===== src/sv/bfba_pkg.sv =====
// ----------------------------------------------------------------------------
// bfba_pkg
// Shared types and constants of the bitmap block allocator.
// ----------------------------------------------------------------------------
`default_nettype none

package bfba_pkg;

  localparam int DISK_BLOCKS_C = 32;

  localparam int SIZE_W      = 16;   // file size in bytes
  localparam int BS_W        = 12;   // block size register
  localparam int BLK_W       = 5;    // block index / first_block / position
  localparam int CNT_W       = 6;    // block_count
  localparam int IN_TDATA_W  = 24;
  localparam int OUT_TDATA_W = 24;

  localparam logic [BS_W-1:0]  BLOCK_SIZE_RST = 12'd50;
  localparam logic [CNT_W-1:0] COUNT_SAT      = 6'd63;

  typedef enum logic [1:0] {
    REQ_CONTIG = 2'd0,
    REQ_SCAT   = 2'd1,
    REQ_MARK   = 2'd2,
    REQ_NONE   = 2'd3
  } req_t;

  typedef enum logic [2:0] {
    EMIT_NONE,
    EMIT_ZERO,
    EMIT_NOROOM,
    EMIT_MARK,
    EMIT_CONTIG,
    EMIT_SCAT
  } emit_t;

  // controller -> datapath
  typedef struct packed {
    logic  load;        // capture request, start divider
    logic  scan_clr;    // reset scan pointer and counters
    logic  scan_step;   // examine one block of the bitmap
    logic  skip;        // advance pointer past a used block
    emit_t emit;        // load a result into the output register
  } cmd_t;

  // datapath -> controller
  typedef struct packed {
    req_t req_type;
    logic div_done;
    logic need_zero;
    logic need_big;
    logic hit;
    logic scan_end;
    logic cur_free;
    logic out_free;
    logic scat_last;
  } sts_t;

endpackage

`default_nettype wire


===== src/sv/bfba_div.sv =====
// ----------------------------------------------------------------------------
// bfba_div
// Restoring divider, one quotient bit per cycle, file size by block size.
// ----------------------------------------------------------------------------
`default_nettype none

module bfba_div import bfba_pkg::*; (
  input  logic              clk,
  input  logic              rst_n,
  input  logic              start,
  input  logic [SIZE_W-1:0] dividend,
  input  logic [BS_W-1:0]   divisor,
  output logic [SIZE_W-1:0] quotient,
  output logic              rem_nz,
  output logic              done
);

  localparam int STEP_W = $clog2(SIZE_W + 1);

  logic [SIZE_W-1:0] quo_r;
  logic [BS_W-1:0]   rem_r;
  logic [BS_W-1:0]   dvs_r;
  logic [STEP_W-1:0] cnt_r;
  logic              busy_r;
  logic              done_r;

  logic [BS_W:0] shifted;
  logic [BS_W:0] diff;
  logic          ge;

  assign shifted = {rem_r, quo_r[SIZE_W-1]};
  assign ge      = shifted >= {1'b0, dvs_r};
  assign diff    = shifted - {1'b0, dvs_r};

  always_ff @(posedge clk) begin
    if (!rst_n) begin
      busy_r <= 1'b0;
      done_r <= 1'b0;
      cnt_r  <= '0;
    end else begin
      done_r <= 1'b0;
      if (start) begin
        busy_r <= 1'b1;
        cnt_r  <= STEP_W'(SIZE_W);
      end else if (busy_r) begin
        cnt_r <= cnt_r - 1'b1;
        if (cnt_r == STEP_W'(1)) begin
          busy_r <= 1'b0;
          done_r <= 1'b1;
        end
      end
    end
  end

  always_ff @(posedge clk) begin
    if (start) begin
      quo_r <= dividend;
      rem_r <= '0;
      dvs_r <= divisor;
    end else if (busy_r) begin
      quo_r <= {quo_r[SIZE_W-2:0], ge};
      rem_r <= ge ? diff[BS_W-1:0] : shifted[BS_W-1:0];
    end
  end

  assign quotient = quo_r;
  assign rem_nz   = |rem_r;
  assign done     = done_r;

endmodule

`default_nettype wire


===== src/sv/bfba_dp.sv =====
// ----------------------------------------------------------------------------
// bfba_dp
// Datapath: block size register, used bitmap, scan counters, output register.
// ----------------------------------------------------------------------------
`default_nettype none

module bfba_dp import bfba_pkg::*; #(
  parameter int DISK_BLOCKS = DISK_BLOCKS_C
) (
  input  logic                   clk,
  input  logic                   rst_n,
  input  logic [IN_TDATA_W-1:0]  in_tdata,
  input  logic [1:0]             in_tuser,
  input  logic                   cfg_wr_en,
  input  logic [BS_W-1:0]        cfg_wr_data,
  input  cmd_t                   cmd,
  output sts_t                   sts,
  output logic                   out_tvalid,
  input  logic                   out_tready,
  output logic [OUT_TDATA_W-1:0] out_tdata,
  output logic                   out_tlast
);

  localparam int IW = $clog2(DISK_BLOCKS);
  localparam int CW = $clog2(DISK_BLOCKS + 1);
  localparam logic [IW-1:0] LAST_IDX = IW'(DISK_BLOCKS - 1);

  logic [BS_W-1:0]        block_size_r;
  req_t                   type_r;
  logic [BLK_W-1:0]       blk_r;
  logic [SIZE_W-1:0]      need_r;
  logic [DISK_BLOCKS-1:0] used_r;
  logic [DISK_BLOCKS-1:0] used_nxt;
  logic [IW-1:0]          idx_r;
  logic [IW-1:0]          start_r;
  logic [CW-1:0]          run_r;
  logic [CW-1:0]          got_r;
  logic                   out_valid_r;
  logic [OUT_TDATA_W-1:0] out_data_r;
  logic                   out_last_r;

  logic [BS_W-1:0]   divisor;
  logic [SIZE_W-1:0] quotient;
  logic              rem_nz;
  logic              div_done;

  logic [CW-1:0]     need_c;
  logic              cur_free;
  logic              out_free;
  logic              mark_bad;
  logic              scat_last;
  logic              hit;

  logic              res_status;
  logic [BLK_W-1:0]  res_first;
  logic [BLK_W-1:0]  res_pos;
  logic [CNT_W-1:0]  res_cnt;
  logic              res_last;

  // zero block size behaves as one byte per block
  assign divisor = (block_size_r == '0) ? BS_W'(1) : block_size_r;

  bfba_div u_div (
    .clk      (clk),
    .rst_n    (rst_n),
    .start    (cmd.load),
    .dividend (in_tdata[SIZE_W-1:0]),
    .divisor  (divisor),
    .quotient (quotient),
    .rem_nz   (rem_nz),
    .done     (div_done)
  );

  assign need_c    = need_r[CW-1:0];
  assign cur_free  = !used_r[idx_r];
  assign out_free  = !out_valid_r || out_tready;
  assign mark_bad  = 32'(blk_r) >= 32'(DISK_BLOCKS);
  assign scat_last = (got_r + 1'b1) == need_c;
  assign hit       = cur_free && ((type_r == REQ_CONTIG) ? ((run_r + 1'b1) == need_c)
                                                         : scat_last);

  always_comb begin
    sts           = '0;
    sts.req_type  = type_r;
    sts.div_done  = div_done;
    sts.need_zero = need_r == '0;
    sts.need_big  = need_r > SIZE_W'(DISK_BLOCKS);
    sts.hit       = hit;
    sts.scan_end  = idx_r == LAST_IDX;
    sts.cur_free  = cur_free;
    sts.out_free  = out_free;
    sts.scat_last = scat_last;
  end

  // result fields for the transaction being loaded
  always_comb begin
    res_status = 1'b0;
    res_first  = '0;
    res_pos    = '0;
    res_cnt    = '0;
    res_last   = 1'b1;
    case (cmd.emit)
      EMIT_NOROOM: begin
        res_status = 1'b1;
        res_cnt    = (need_r > SIZE_W'(COUNT_SAT)) ? COUNT_SAT : need_r[CNT_W-1:0];
      end
      EMIT_MARK: begin
        res_status = mark_bad;
        res_first  = blk_r;
        res_cnt    = mark_bad ? CNT_W'(0) : CNT_W'(1);
      end
      EMIT_CONTIG: begin
        res_first = BLK_W'(start_r);
        res_cnt   = need_r[CNT_W-1:0];
      end
      EMIT_SCAT: begin
        res_first = BLK_W'(idx_r);
        res_pos   = BLK_W'(got_r);
        res_cnt   = need_r[CNT_W-1:0];
        res_last  = scat_last;
      end
      default: ;
    endcase
  end

  always_comb begin
    used_nxt = used_r;
    case (cmd.emit)
      EMIT_MARK: begin
        for (int j = 0; j < DISK_BLOCKS; j++) begin
          if (!mark_bad && (32'(j) == 32'(blk_r))) used_nxt[j] = 1'b1;
        end
      end
      EMIT_CONTIG: begin
        // the run ends where the scan pointer stopped
        for (int j = 0; j < DISK_BLOCKS; j++) begin
          if ((32'(j) >= 32'(start_r)) && (32'(j) <= 32'(idx_r))) used_nxt[j] = 1'b1;
        end
      end
      EMIT_SCAT: used_nxt[idx_r] = 1'b1;
      default: ;
    endcase
  end

  always_ff @(posedge clk) begin
    if (!rst_n) begin
      block_size_r <= BLOCK_SIZE_RST;
      used_r       <= '0;
      out_valid_r  <= 1'b0;
    end else begin
      if (cfg_wr_en) block_size_r <= cfg_wr_data;
      used_r <= used_nxt;
      if (cmd.emit != EMIT_NONE) begin
        out_valid_r <= 1'b1;
      end else if (out_tready) begin
        out_valid_r <= 1'b0;
      end
    end
  end

  always_ff @(posedge clk) begin
    if (cmd.load) begin
      type_r <= req_t'(in_tuser);
      blk_r  <= in_tdata[SIZE_W+BLK_W-1:SIZE_W];
    end
    if (div_done) need_r <= quotient + SIZE_W'(rem_nz);
    if (cmd.emit != EMIT_NONE) begin
      out_data_r <= {(OUT_TDATA_W-1-2*BLK_W-CNT_W)'(0), res_cnt, res_pos, res_first,
                     res_status};
      out_last_r <= res_last;
    end
    if (cmd.scan_clr) begin
      idx_r   <= '0;
      start_r <= '0;
      run_r   <= '0;
      got_r   <= '0;
    end else if (cmd.scan_step) begin
      run_r <= cur_free ? run_r + 1'b1 : '0;
      got_r <= got_r + CW'(cur_free);
      if (cur_free && (run_r == '0)) start_r <= idx_r;
      if (!hit) idx_r <= idx_r + 1'b1;
    end else if (cmd.skip) begin
      idx_r <= idx_r + 1'b1;
    end else if (cmd.emit == EMIT_SCAT) begin
      idx_r <= idx_r + 1'b1;
      got_r <= got_r + 1'b1;
    end
  end

  assign out_tvalid = out_valid_r;
  assign out_tdata  = out_data_r;
  assign out_tlast  = out_last_r;

  a_no_overwrite: assert property (@(posedge clk) disable iff (!rst_n)
    (cmd.emit != EMIT_NONE) |-> (!out_valid_r || out_tready))
    else $error("result loaded over an untaken transaction");

  a_contig_marked: assert property (@(posedge clk) disable iff (!rst_n)
    (cmd.emit == EMIT_CONTIG) |=> used_r[start_r])
    else $error("contiguous run start not marked used");

  a_scat_marked: assert property (@(posedge clk) disable iff (!rst_n)
    (cmd.emit == EMIT_SCAT) |=> used_r[$past(idx_r)])
    else $error("scattered block not marked used");

endmodule

`default_nettype wire


===== src/sv/bfba_ctrl.sv =====
// ----------------------------------------------------------------------------
// bfba_ctrl
// Request sequencer: decode, divide, bitmap scan and result emission.
// ----------------------------------------------------------------------------
`default_nettype none

module bfba_ctrl import bfba_pkg::*; (
  input  logic clk,
  input  logic rst_n,
  input  logic in_tvalid,
  output logic in_tready,
  input  sts_t sts,
  output cmd_t cmd
);

  typedef enum logic [3:0] {
    S_IDLE,
    S_DECODE,
    S_MARK,
    S_DIV,
    S_CHECK,
    S_ZERO,
    S_NOROOM,
    S_SCAN,
    S_CONTIG,
    S_SEMIT
  } state_t;

  state_t state_r;
  state_t state_nxt;

  always_comb begin
    state_nxt = state_r;
    cmd       = '0;
    cmd.emit  = EMIT_NONE;
    case (state_r)
      S_IDLE: begin
        if (in_tvalid) begin
          cmd.load  = 1'b1;
          state_nxt = S_DECODE;
        end
      end
      S_DECODE: begin
        case (sts.req_type)
          REQ_MARK: state_nxt = S_MARK;
          REQ_NONE: state_nxt = S_IDLE;
          default:  state_nxt = S_DIV;
        endcase
      end
      S_MARK: begin
        if (sts.out_free) begin
          cmd.emit  = EMIT_MARK;
          state_nxt = S_IDLE;
        end
      end
      S_DIV: begin
        if (sts.div_done) state_nxt = S_CHECK;
      end
      S_CHECK: begin
        if (sts.need_zero) begin
          state_nxt = S_ZERO;
        end else if (sts.need_big) begin
          state_nxt = S_NOROOM;
        end else begin
          cmd.scan_clr = 1'b1;
          state_nxt    = S_SCAN;
        end
      end
      S_ZERO: begin
        if (sts.out_free) begin
          cmd.emit  = EMIT_ZERO;
          state_nxt = S_IDLE;
        end
      end
      S_NOROOM: begin
        if (sts.out_free) begin
          cmd.emit  = EMIT_NOROOM;
          state_nxt = S_IDLE;
        end
      end
      S_SCAN: begin
        if (sts.hit && (sts.req_type == REQ_CONTIG)) begin
          cmd.scan_step = 1'b1;
          state_nxt     = S_CONTIG;
        end else if (sts.hit) begin
          // enough free blocks seen, rewind and hand them out
          cmd.scan_clr = 1'b1;
          state_nxt    = S_SEMIT;
        end else begin
          cmd.scan_step = 1'b1;
          if (sts.scan_end) state_nxt = S_NOROOM;
        end
      end
      S_CONTIG: begin
        if (sts.out_free) begin
          cmd.emit  = EMIT_CONTIG;
          state_nxt = S_IDLE;
        end
      end
      S_SEMIT: begin
        if (!sts.cur_free) begin
          cmd.skip = 1'b1;
        end else if (sts.out_free) begin
          cmd.emit = EMIT_SCAT;
          if (sts.scat_last) state_nxt = S_IDLE;
        end
      end
      default: state_nxt = S_IDLE;
    endcase
  end

  always_ff @(posedge clk) begin
    if (!rst_n) begin
      state_r <= S_IDLE;
    end else begin
      state_r <= state_nxt;
    end
  end

  assign in_tready = state_r == S_IDLE;

  a_scan_in_range: assert property (@(posedge clk) disable iff (!rst_n)
    (state_r == S_SCAN) |-> (!sts.need_zero && !sts.need_big))
    else $error("bitmap scan with a block count outside the disk");

  a_semit_skip: assert property (@(posedge clk) disable iff (!rst_n)
    (state_r == S_SEMIT && !sts.cur_free) |=> (state_r == S_SEMIT))
    else $error("scattered emission left on a used block");

  a_div_wait: assert property (@(posedge clk) disable iff (!rst_n)
    (state_r == S_CHECK) |-> ($past(state_r) == S_DIV))
    else $error("size check entered without a finished division");

endmodule

`default_nettype wire


===== src/sv/bitmap_file_block_allocator.sv =====
// ----------------------------------------------------------------------------
// bitmap_file_block_allocator
// Used/free bitmap of disk blocks with contiguous and scattered allocation.
// ----------------------------------------------------------------------------
// One request is handled at a time. A mark request goes from acceptance
// through the decode and mark states to its result. An allocate request
// first divides the file size by the block size in a bit-serial divider,
// after which the block count is known; zero-size and too-large requests
// then go straight to their result. The bitmap is then scanned one block per
// cycle to find the run or the free blocks. A scattered allocation then
// walks the bitmap again at one block per cycle, holding on a free block
// while the output register is occupied, and emits one transaction per
// allocated block. The last result sits in the output register while the
// next request is accepted.
// ----------------------------------------------------------------------------
`default_nettype none

module bitmap_file_block_allocator import bfba_pkg::*; #(
  parameter int DISK_BLOCKS = DISK_BLOCKS_C
) (
  input  logic                   clk,
  input  logic                   rst_n,
  input  logic                   in_tvalid,
  output logic                   in_tready,
  // [15:0] file_size, [20:16] block_index, [23:21] zero
  input  logic [IN_TDATA_W-1:0]  in_tdata,
  // [1:0] req_type
  input  logic [1:0]             in_tuser,
  output logic                   out_tvalid,
  input  logic                   out_tready,
  // [0] status, [5:1] first_block, [10:6] position, [16:11] block_count,
  // [23:17] zero
  output logic [OUT_TDATA_W-1:0] out_tdata,
  output logic                   out_tlast,
  input  logic                   cfg_wr_en,
  input  logic [BS_W-1:0]        cfg_wr_data
);

  cmd_t cmd;
  sts_t sts;

  bfba_ctrl u_ctrl (
    .clk       (clk),
    .rst_n     (rst_n),
    .in_tvalid (in_tvalid),
    .in_tready (in_tready),
    .sts       (sts),
    .cmd       (cmd)
  );

  bfba_dp #(
    .DISK_BLOCKS (DISK_BLOCKS)
  ) u_dp (
    .clk         (clk),
    .rst_n       (rst_n),
    .in_tdata    (in_tdata),
    .in_tuser    (in_tuser),
    .cfg_wr_en   (cfg_wr_en),
    .cfg_wr_data (cfg_wr_data),
    .cmd         (cmd),
    .sts         (sts),
    .out_tvalid  (out_tvalid),
    .out_tready  (out_tready),
    .out_tdata   (out_tdata),
    .out_tlast   (out_tlast)
  );

endmodule

`default_nettype wire


===== config.mk =====
export PLATFORM = sky130hd
export DESIGN_NAME = bitmap_file_block_allocator
export DESIGN_NICKNAME = d
export VERILOG_FILES = /design/src/sv/bfba_pkg.sv /design/src/sv/bfba_div.sv /design/src/sv/bfba_dp.sv /design/src/sv/bfba_ctrl.sv /design/src/sv/bitmap_file_block_allocator.sv
export SDC_FILE = /design/constraint.sdc
export NUM_CORES = 1
export LEC_CHECK = 0
export ABC_AREA = 1
export BUFFER_PORTS_ARGS = -buffer_cell sky130_fd_sc_hd__buf_2
export CAP_MARGIN = 20
export CORE_AREA = 4 4 145 161
export CTS_CLUSTER_SIZE = 20
export DETAILED_ROUTE_END_ITERATION = 12
export DIE_AREA = 0 0 149 165
export HOLD_SLACK_MARGIN = 0.12
export SYNTH_ARGS = -nofsm -noshare
export SYNTH_HDL_FRONTEND = slang
export SYNTH_SLANG_ARGS = --single-unit
export TNS_END_PERCENT = 10

===== constraint.sdc =====
create_clock -name clk -period 4 [get_ports clk]
set_input_delay 0.4 -clock clk [delete_from_list [all_inputs] [get_ports clk]]
set_output_delay 0.4 -clock clk [all_outputs]
set_load 0.02 [all_outputs]

==> metrics.md, run 1 <==
| Metric | Value |
|---|---|
| Psw | `between 2000 and 2500 µW` |
| Yosys cell types | `51` |
| Part of the power in registers | `40.3%` |
| Finish-stage setup viols | `0` |
| Outcome | `complete, no violations` |
| Crit share post-route | `76.9%` |
| Dominant cell by count in the synthesized netlist | `nand2_1` |
| Largest area contributor in the netlist | `edfxtp_1` |
| Post-synthesis sequential area ratio | `39.4%` |
| Slowest cell on the critical path | `dfxtp_1` |
| PwrDens | `507 nW/µm²` |
| Fill count | `2281` |
| Slew @ Worst Pin | `around 0.9 ns` |
| Top Ports | `70` |
| CP dominant cell by count | `nand2_1` |
| Post-synthesis cell area | `9830 µm²` |
| WL/cell | `16.3 µm` |
| Die height | `165 µm` |
| Vias in the first global route | `8656` |
| Slew Viols, Final | `0` |
| Async SR Flop Fraction | `0%` |
| Setup TNS | `0 ns` |
| Met3 usage | `3.59%` |
| Total power | `5520 µW` |
| Mapped Cells | `1376` |
| Net Sw Frac | `between 30 and 40%` |
| Worst setup margin | `0.923 ns` |
| Max IR drop VDD | `between 0.0003 and 0.0004 V` |
| EDFF count, synth | `69` |
| DRC | `0` |
| CTS Root Cell | `clkbuf_16` |
| Drt initial violations | `about 620` |
| Via total after detailed routing | `9228` |
| Fmax | `325 MHz` |
| Via density | `5.38` |
| WL final | `between 20000 and 30000 µm` |
| CTS tree | `yes` |
| Largest net degree at the start of global routing | `44` |
| GPL Wtd Cong | `0.994` |
| Clock share of power | `31.1%` |
| Post-synth top area share | `21.1%` |
| RSZ-0062 raised after global routing | `no` |
| Final Util | `49.9%` |
| Setup CP Type | `register to register` |
| Core Rows | `57` |
| Synth cell count leaders | `nand2_1 (347), inv_1 (150), nor2_1 (140), nand3_1 (131), o21ai_0 (108)` |
| Clk_lat worst skew | `0.43 ns` |
| 1st-pass router iterations | `7` |
| Data required, critical path | `approximately 4.3 ns` |
| Clock Tree Buf Depth | `2` |
| Global-route wire length before repair | `44700 µm` |
| H-tree depth | `4` |
| Post-synth top flop | `dfxtp_1` |
| Internal cell power | `between 3000 and 4000 µW` |
| Initial core utilization | `45.0%` |
| Logic pwr share | `between 20% and 30%` |
| Final Net Count | `1477` |
| Hpwl dp | `between 20000 and 25000 µm` |
| Met1 global-route usage | `30.6%` |
| Crit-path max FO | `17` |
| Die extent in x | `149 µm` |
| Clock sink count | `159` |
| Worst hold margin | `0.134 ns` |
| Final hold vios | `0` |
| Slowest stage delay, CP | `approximately 0.7 ns` |
| Total GRT Usage | `23.0%` |
| CP Capture Type | `register` |
| Yosys warnings | `0` |
| Slew headroom | `39.1%` |
| Die area | `24600 µm²` |
| Max-cap viol count | `0` |
| Postcts setup bufs | `0` |
| CP bufs+invs | `2` |
| Tmin final | `between 3 and 4 ns` |
| Layout area overhead | `10.8%` |
| Port bufs | `59` |
| Gr ovfl total | `0` |
| Critical-path cell list | `inv_2, nor2_2, nand3_1, nand2_1, o21ai_1, nand2_2, nor2_8, nand4_1, nand2_2, inv_2, nand2_1, nand2_1, a21oi_1` |
| Avg Inst Size Synth | `a little over 7 µm²` |
| Clk_skew | `around 0.013 ns` |
| Area contributors post-synth | `edfxtp_1 (21%), dfxtp_1 (18%), nand2_1 (13%)` |
| Initial antenna violation count | `0` |
| CP Launch Type | `register` |
| Pre-CTS WS | `0.970 ns` |
| Post-route ant nets | `0` |
| Gr busiest metal | `met2` |
| Num CTS Buffers | `17` |
| # hold bufs at CTS | `0` |
| CP top delay family | `simple AND/OR/NAND/NOR gates` |
| HP Class | `primary input to register` |
| Post-CTS resize count | `0` |
| Worst-path clk slew | `0.07 ns` |
| Met2 GRT Util | `38.7%` |
| Share of layout cells above drive strength 1 | `10.2%` |
| Core area | `21800 µm²` |
| Synthesized flop and latch total | `between 150 and 200` |
| Leakage | `0.00450 µW` |
| N_diodes | `0` |
| Crit path DAT | `3.38 ns` |
## layout make-up
cell class	count	area [µm²]	area share (%)
clock buffers	17	425	3.91
clock inverters	15	191	1.76
inverters	159	604	5.55
multi-input cells	999	5030	46.3
flip-flops and latches	159	3870	35.6
well taps	295	369	3.39
repair buffers	71	385	3.54
## cell families (layout without fill, tap and decap cells)
logic type,count (synthesis),count (layout),synth area share [%]
adders and majority gates,27,27,3.51
xor gates and xnor gates,33,33,3.22
other,1,7,0.0382
DFF,159,159,39.4
AOI/OAI and AO/OA,249,249,14.1
buffers and inverters,224,262,9.57
and+or+nand+nor,683,683,30.1
## routing by layer
| layer | wire length [µm] | vias up |
|---|---|---|
| met2 | 13200 | 304 |
| met1 | 12400 | 4253 |
| met5 | 0 | - |
| met4 | 708 | 0 |
| li1 | - | 4609 |
| met3 | 1640 | 62 |
## worst reg2reg max path: cells and delay by family, from the launching register on
kind,cells,cell delay (ns)
and+or+nand+nor,9,1.52
DFF,1,0.68
buffers and inverters,2,0.61
AOI/OAI and AO/OA,2,0.15
## sequential cells by signal (all words and copies together) (netlist names), 2 cells and up
name                 flops
u_ctrl.state_r           4
u_dp.blk_r               5
u_dp.block_size_r       12
u_dp.got_r               6
u_dp.idx_r               5
u_dp.need_r             16
u_dp.out_tdata          17
u_dp.run_r               6
u_dp.start_r             5
u_dp.type_r              2
u_dp.u_div.cnt_r         5
u_dp.u_div.dvs_r        12
u_dp.u_div.quotient     16
u_dp.u_div.rem_r        12
u_dp.used_r             32
## per-stage QoR
step | cell area, µm² | cells
after CTS | 10900 | 1715
after floorplan | 9850 | 1382
final | 10900 | 1715
after detailed placement | 10300 | 1683
after global routing | 10900 | 1715
after global placement | 10300 | 1683
## layout by cell type (no fill, tap or decap), drive strengths merged, types with 14 or more instances in the layout
master / count
nand2: 351
inv: 164
nor2: 144
nand3: 142
o21ai: 118
a21oi: 93
dfxtp: 90
buf: 71
edfxtp: 69
ha: 26
xor2: 20
clkbuf: 17
nor3: 15
nand4: 14
## power by group through the flow
stage	Sequential, µW	Clock [µW]	Combinational, µW
2_1_floorplan	2230	0	1170
3_3_place_gp	2250	0	1560
3_5_place_dp	2260	0	1570
4_1_cts	2220	1750	1590
5_1_grt	2250	1830	1800
6_report	2220	1720	1580
## path summary, 6_finish.rpt
kind | cells after the start | slack, ns | startpoint | endpoint
hold reg to reg | 2 | 0.46 | u_dp.used_r[31] | u_dp.used_r[31]
setup / recovery | 13 | 0.92 | u_dp.idx_r[2] | u_dp.start_r[2]
setup reg to reg | 13 | 0.92 | u_dp.idx_r[2] | u_dp.start_r[2]
hold / removal | 1 | 0.13 | in_tdata[20] | u_dp.blk_r[4]
No activity file was read; power rests on OpenSTA's default activity.
==> run 2, diff against run 1 <==
==> constraint.sdc (replaced) <==
create_clock -name clk -period 2.88 [get_ports clk]
set_input_delay 0.288 -clock clk [delete_from_list [all_inputs] [get_ports clk]]
set_output_delay 0.288 -clock clk [all_outputs]
set_load 0.02 [all_outputs]
==> run 2 against run 1 <==
Net effect: highest routed layer unchanged; sequential share of layout area shrank 1.4 points; clock skew down 0.0033 ns; non-clock buffer count rose by 48; combinational power grew 46%; hold slack lost 0.0047 ns; final cell count up 2.8%.
==> metrics.md, run 2 (same netlist as run 1, synthesis figures left out) <==
| Metric | Value |
|---|---|
| Outcome | `complete, no violations (unchanged)` |
| Post-route ant nets | `0 (unchanged)` |
| CP Capture Type | `register (unchanged)` |
| Global-route wire length before repair | `45900 µm (was 44700 µm)` |
| Reg2Reg Depth | `11 (was 13)` |
| Fill count | `2241 (was 2281)` |
| Core Rows | `57 (unchanged)` |
| Critical-path cell list | `inv_1, nor2_1, o21ai_2, nand2_2, nor2_8, nand3_4, inv_4, nor2_4, nand2_4, nand3b_1, a21oi_1 (was inv_2, nor2_2, nand3_1, nand2_1, o21ai_1, nand2_2, nor2_8, nand4_1, nand2_2, inv_2, nand2_1, nand2_1, a21oi_1)` |
| Commonest non-fill, non-tap cell in the layout | `nand2_1 (unchanged)` |
| GPL Wtd Cong | `1.06 (was 0.994)` |
| Clock Tree Buf Depth | `2 (unchanged)` |
| Postcts setup bufs | `0 (unchanged)` |
| Share of layout cells above drive strength 1 | `11.4% (was 10.2%)` |
| Reg2reg start | `u_dp.idx_r[3] (was u_dp.idx_r[2])` |
| Data required, critical path | `3.18 ns (was 4.31 ns)` |
| Slew @ Worst Pin | `0.832 ns (was 0.911 ns)` |
| Max-cap viol count | `0 (unchanged)` |
| Setup TNS | `0 ns (unchanged)` |
| Clock sink count | `159 (unchanged)` |
| Vias in the first global route | `8732 (was 8656)` |
| Layout area overhead | `15.3% (was 10.8%)` |
| Die area | `24600 µm² (unchanged)` |
| Slew Viols, Final | `0 (unchanged)` |
| Crit share post-route | `91.4% (was 76.9%)` |
| WL final | `28700 µm (was 28000 µm)` |
| Num CTS Buffers | `17 (unchanged)` |
| Crit-path max FO | `39 (was 17)` |
| Slew headroom | `44.3% (was 39.1%)` |
| Non-Filler Instances | `1763 (was 1715)` |
| Die height | `165 µm (unchanged)` |
| Leakage | `0.00471 µW (was 0.00450 µW)` |
| CTS tree | `yes (unchanged)` |
| H-tree depth | `4 (unchanged)` |
| Top Ports | `70 (unchanged)` |
| Most flops, register | `u_dp.used_r (unchanged)` |
| Post-Place Cells | `1703 (was 1683)` |
| Hold path cells | `3 (was 1)` |
| Crit path DAT | `2.93 ns (was 3.38 ns)` |
| Initial core utilization | `45.0% (unchanged)` |
| Fmax | `380 MHz (was 325 MHz)` |
| Total GRT Usage | `23.6% (was 23.0%)` |
| N_diodes | `0 (unchanged)` |
| Finish-stage setup viols | `0 (unchanged)` |
| Via density | `5.26 (was 5.38)` |
| Initial antenna violation count | `0 (unchanged)` |
| Setup CP Type | `register to register (unchanged)` |
| Final hold vios | `0 (unchanged)` |
| DRC | `0 (unchanged)` |
| HP Class | `primary input to register (unchanged)` |
| HP Start | `in_tdata[7] (was in_tdata[20])` |
| Slowest cell on the critical path | `dfxtp_1 (unchanged)` |
| Reg-to-Reg End | `u_dp.used_r[21] (was u_dp.start_r[2])` |
| Max IR drop VDD | `0.000431 V (was 0.000353 V)` |
| PwrDens | `678 nW/µm² (was 507 nW/µm²)` |
| Core area | `21800 µm² (unchanged)` |
| 1st-pass router iterations | `6 (was 7)` |
| R2R Setup Slk | `0.25 ns (was 0.92 ns)` |
| Largest net degree at the start of global routing | `40 (was 44)` |
| Max reg flops | `32 (unchanged)` |
| Hold EP | `u_dp.u_div.quotient[7] (was u_dp.blk_r[4])` |
| WL/cell | `16.3 µm (about the same)` |
| Clk_lat worst skew | `0.44 ns (was 0.43 ns)` |
| Final Net Count | `1525 (was 1477)` |
| Port bufs | `59 (unchanged)` |
| Clk_skew | `0.00936 ns (was 0.0126 ns)` |
| CP Launch Type | `register (unchanged)` |
| Tmin final | `2.63 ns (was 3.08 ns)` |
| Gr ovfl total | `0 (unchanged)` |
| Hpwl dp | `20800 µm (was 20100 µm)` |
| CTS Root Cell | `clkbuf_16 (unchanged)` |
| Worst-path clk slew | `0.08 ns (was 0.07 ns)` |
| Via total after detailed routing | `9266 (was 9228)` |
| Die extent in x | `149 µm (unchanged)` |
| Most frequent cells in the layout | `nand2_1 (347), inv_1 (150), nor2_1 (138) (was nand2_1 (347), inv_1 (150), nor2_1 (140))` |
| Drt initial violations | `806 (was 623)` |
| Slowest stage delay, CP | `0.59 ns (was 0.68 ns)` |
| RSZ-0062 raised after global routing | `no (unchanged)` |
-- run 2: layout make-up --
class / instances / area [µm²] / share of cell area, %
multi-input cells: 999 / 5040 / 44.5
flip-flops and latches: 159 / 3870 / 34.2
repair buffers: 119 / 828 / 7.31
inverters: 159 / 604 / 5.33
clock buffers: 17 / 425 / 3.76
well taps: 295 / 369 / 3.26
clock inverters: 15 / 183 / 1.61
-- run 2: worst max-delay path, delay by kind of cell, from the launching register on --
| family | cells | cell delay (ns) |
|---|---|---|
| AO/OA/AOI/OAI | 2 | 0.18 |
| buffers and inverters | 2 | 0.32 |
| flip-flops | 1 | 0.59 |
| AND/OR/NAND/NOR | 7 | 1.37 |
-- run 2: worst max-delay path by stage --
stage,start,to,cells after the start
floorplan,u_dp.idx_r[1],u_dp.out_tdata[0],12
global placement,u_dp.idx_r[1],u_dp.used_r[21],13
detailed placement,u_dp.idx_r[2],u_dp.used_r[21],12
CTS,u_dp.idx_r[2],u_dp.start_r[4],12
global route,u_dp.idx_r[0],u_dp.used_r[1],15
finish,u_dp.idx_r[3],u_dp.used_r[21],11
-- run 2: through the flow --
step	cell area (µm²)	hold slack, ns	util (%)	worst slack, ns	total power (µW)
after global placement	10400	0.444	47.8	0.238	5340
after CTS	11300	0.122	51.9	0.199	7750
final	11300	0.130	51.9	0.247	7680
after floorplan	9850	0.387	-	0.372	4720
after detailed placement	10400	0.448	47.8	0.224	5380
after global routing	11300	0.135	51.9	0.00759	8200
-- run 2: power breakdown --
part | leakage, µW | internal [µW] | switching (µW)
logic | 0.00304 | 826 | 1470
clock network | 0.000293 | 1180 | 1130
registers | 0.00138 | 2810 | 251
total | 0.00471 | 4820 | 2860
-- run 2: per-layer routing --
metal	track usage [%]	share of wire [%]
met1	32.0	44
met2	38.9	47
met3	3.35	6.0
met4	7.99	2.6
met5	0	0
-- run 2: what timing repair did --
action                                  in CTS  in global routing
hold buffers                                28                  0
endpoints found under the setup margin       0                 35
hold endpoints to repair                    28                  0
gates resized for setup                      0                  3
==> run 3, diff against run 2 <==
==> constraint.sdc (replaced) <==
create_clock -name clk -period 3 [get_ports clk]
set_input_delay 0.3 -clock clk [delete_from_list [all_inputs] [get_ports clk]]
set_output_delay 0.3 -clock clk [all_outputs]
set_load 0.02 [all_outputs]
==> run 3 against run 2 <==
Net effect: routed wire length fell by 0.75%; largest cell class unchanged; largest power group unchanged; fmax up 1.3%; sequential power fell by 4%; power shrank 5.3%; hold slack better by 0.0047 ns; final cell count fell by 0.34%.
==> metrics.md, run 3 (same netlist as run 1, synthesis figures left out) <==
| Metric | Value |
|---|---|
| Outcome | `complete, no violations (unchanged)` |
| Reg-to-Reg End | `u_dp.used_r[27] (was u_dp.used_r[21])` |
| Metal-1 WL | `12400 µm (was 12800 µm)` |
| RSZ-0062 raised after global routing | `no (unchanged)` |
| Finish-stage setup viols | `0 (unchanged)` |
| DRC | `0 (unchanged)` |
| Post-route ant nets | `0 (unchanged)` |
| Setup CP Type | `register to register (unchanged)` |
| Die area | `24600 µm² (unchanged)` |
| WL final | `28500 µm (was 28700 µm)` |
| Routed wl met3 | `1800 µm (was 1730 µm)` |
| Final Util | `51.6% (was 51.9%)` |
| Slew headroom | `49.1% (was 44.3%)` |
| Final Net Count | `1519 (was 1525)` |
| Reg2reg start | `u_dp.idx_r[1] (was u_dp.idx_r[3])` |
| Hpwl dp | `20800 µm (about the same)` |
| Gr ovfl total | `0 (unchanged)` |
| Highest metal used | `met4 (unchanged)` |
| Max IR drop VDD | `0.000459 V (was 0.000431 V)` |
| Via density | `5.38 (was 5.26)` |
| HP Start | `in_tdata[15] (was in_tdata[7])` |
| GPL Wtd Cong | `1.03 (was 1.06)` |
| Setup TNS | `0 ns (unchanged)` |
| Drt initial violations | `834 (was 806)` |
| CTS tree | `yes (unchanged)` |
| Post-Place Cells | `1702 (was 1703)` |
| Initial core utilization | `45.0% (unchanged)` |
| Non-Filler Instances | `1757 (was 1763)` |
| Leakage | `0.00468 µW (was 0.00471 µW)` |
| H-tree depth | `4 (unchanged)` |
| CP Capture Type | `register (unchanged)` |
| Final hold vios | `0 (unchanged)` |
| Reg2Reg Depth | `13 (was 11)` |
| Core area | `21800 µm² (unchanged)` |
| Metal2 WL | `13400 µm (about the same)` |
| Die height | `165 µm (unchanged)` |
| Total GRT Usage | `23.5% (was 23.6%)` |
| Crit-path max FO | `39 (unchanged)` |
| HP Class | `primary input to register (unchanged)` |
| Slew @ Worst Pin | `0.761 ns (was 0.832 ns)` |
| WL/cell | `16.2 µm (was 16.3 µm)` |
| Clock sink count | `159 (unchanged)` |
| Fill count | `2245 (was 2241)` |
| Clock Tree Buf Depth | `2 (unchanged)` |
| Die extent in x | `149 µm (unchanged)` |
| CP Launch Type | `register (unchanged)` |
| R2R Setup Slk | `0.40 ns (was 0.25 ns)` |
| Crit path DAT | `2.90 ns (was 2.93 ns)` |
| N_diodes | `0 (unchanged)` |
| Share of layout cells above drive strength 1 | `11.3% (was 11.4%)` |
| Initial antenna violation count | `0 (unchanged)` |
| Top Ports | `70 (unchanged)` |
| Max-cap viol count | `0 (unchanged)` |
| Placed Instance Area | `10400 µm² (about the same)` |
| CTS Root Cell | `clkbuf_16 (unchanged)` |
| Vias in the first global route | `8810 (was 8732)` |
| Num CTS Buffers | `17 (unchanged)` |
| Slew Viols, Final | `0 (unchanged)` |
| Largest net degree at the start of global routing | `40 (unchanged)` |
| Port bufs | `59 (unchanged)` |
| Global-route wire length before repair | `45800 µm (was 45900 µm)` |
| Clk_skew | `0.0111 ns (was 0.00936 ns)` |
| Data required, critical path | `3.30 ns (was 3.18 ns)` |
| Crit share post-route | `86.7% (was 91.4%)` |
| Commonest non-fill, non-tap cell in the layout | `nand2_1 (unchanged)` |
| Via total after detailed routing | `9449 (was 9266)` |
| PwrDens | `646 nW/µm² (was 678 nW/µm²)` |
| Worst-path clk slew | `0.07 ns (was 0.08 ns)` |
| Clk_lat worst skew | `0.43 ns (was 0.44 ns)` |
| Max reg flops | `32 (unchanged)` |
| Hold EP | `u_dp.u_div.quotient[15] (was u_dp.u_div.quotient[7])` |
| Layout area overhead | `14.5% (was 15.3%)` |
| 1st-pass router iterations | `7 (was 6)` |
| Most flops, register | `u_dp.used_r (unchanged)` |
| Post-route cell area | `11300 µm² (about the same)` |
| Fmax | `385 MHz (was 380 MHz)` |
| Hold path cells | `3 (unchanged)` |
| Core Rows | `57 (unchanged)` |
| Most frequent cells in the layout | `nand2_1 (347), inv_1 (150), nor2_1 (140) (was nand2_1 (347), inv_1 (150), nor2_1 (138))` |
| Tmin final | `2.60 ns (was 2.63 ns)` |
run 3: changes by cell type in the layout (fill, tap and decap cells not counted), moves of 2 or more:
cell,change
nor2_2,-2
buf_4,-2
clkinv_4,-2
inv_6,+2
dlygate4sd3_1,-5
nor2_1,+2
run 3: worst max path at each step:
stage	startpoint	endpoint	slack, ns	cells past startpoint
2_1_floorplan	u_dp.idx_r[1]	u_dp.out_tdata[0]	0.49	12
3_3_place_gp	u_dp.idx_r[1]	u_dp.used_r[27]	0.40	13
3_5_place_dp	u_dp.idx_r[1]	u_dp.used_r[27]	0.40	13
4_1_cts	u_dp.idx_r[1]	u_dp.used_r[27]	0.40	13
5_1_grt	u_dp.got_r[0]	u_dp.got_r[2]	0.11	15
6_report	u_dp.idx_r[1]	u_dp.used_r[27]	0.40	13
run 3: where the power goes:
part	switching [µW]	total, µW	internal [µW]	leakage [µW]
clock network	1040	2160	1120	0.000284
logic	1390	2170	782	0.00301
registers	246	2940	2700	0.00138
run 3: critical path, cell delays in order, from the launching register on:
cell	delay, ns
dfxtp_1	0.46
inv_2	0.07
nor2_1	0.37
nand3_1	0.13
nand2_1	0.12
o21ai_1	0.09
nand2_2	0.14
nor2_8	0.08
nand3_4	0.08
inv_4	0.07
nor2_4	0.21
nand2_4	0.31
nand3b_1	0.20
a21oi_1	0.08
run 3: cell type report:
type / instances / area, µm² / share of cell area (%)
Clock buffer: 17 / 425 / 3.78
Clock inverter: 15 / 163 / 1.45
Inverter: 159 / 604 / 5.37
Multi-Input combinational cell: 999 / 5030 / 44.7
Sequential cell: 159 / 3870 / 34.4
Tap cell: 295 / 369 / 3.28
Timing Repair Buffer: 113 / 783 / 6.96
run 3: repair_timing:
item	in CTS	in global routing
resized for setup	0	0
buffers inserted	0	0
hold buffers	23	0
endpoints found under the hold margin	23	0
run 3: metrics by stage:
| stage | hold WS (ns) | power (µW) | worst slack, ns |
|---|---|---|---|
| 3_5_place_dp | 0.441 | 5140 | 0.404 |
| 6_report | 0.134 | 7270 | 0.400 |
| 2_1_floorplan | 0.399 | 4530 | 0.492 |
| 4_1_cts | 0.122 | 7350 | 0.400 |
| 3_3_place_gp | 0.445 | 5110 | 0.402 |
| 5_1_grt | 0.128 | 7780 | 0.115 |
run 3: metal layers:
layer,vias to the layer above,global-route usage [%]
li1,4690,-
met1,4367,31.5
met2,328,38.9
met3,64,3.68
met4,0,7.95
met5,-,0
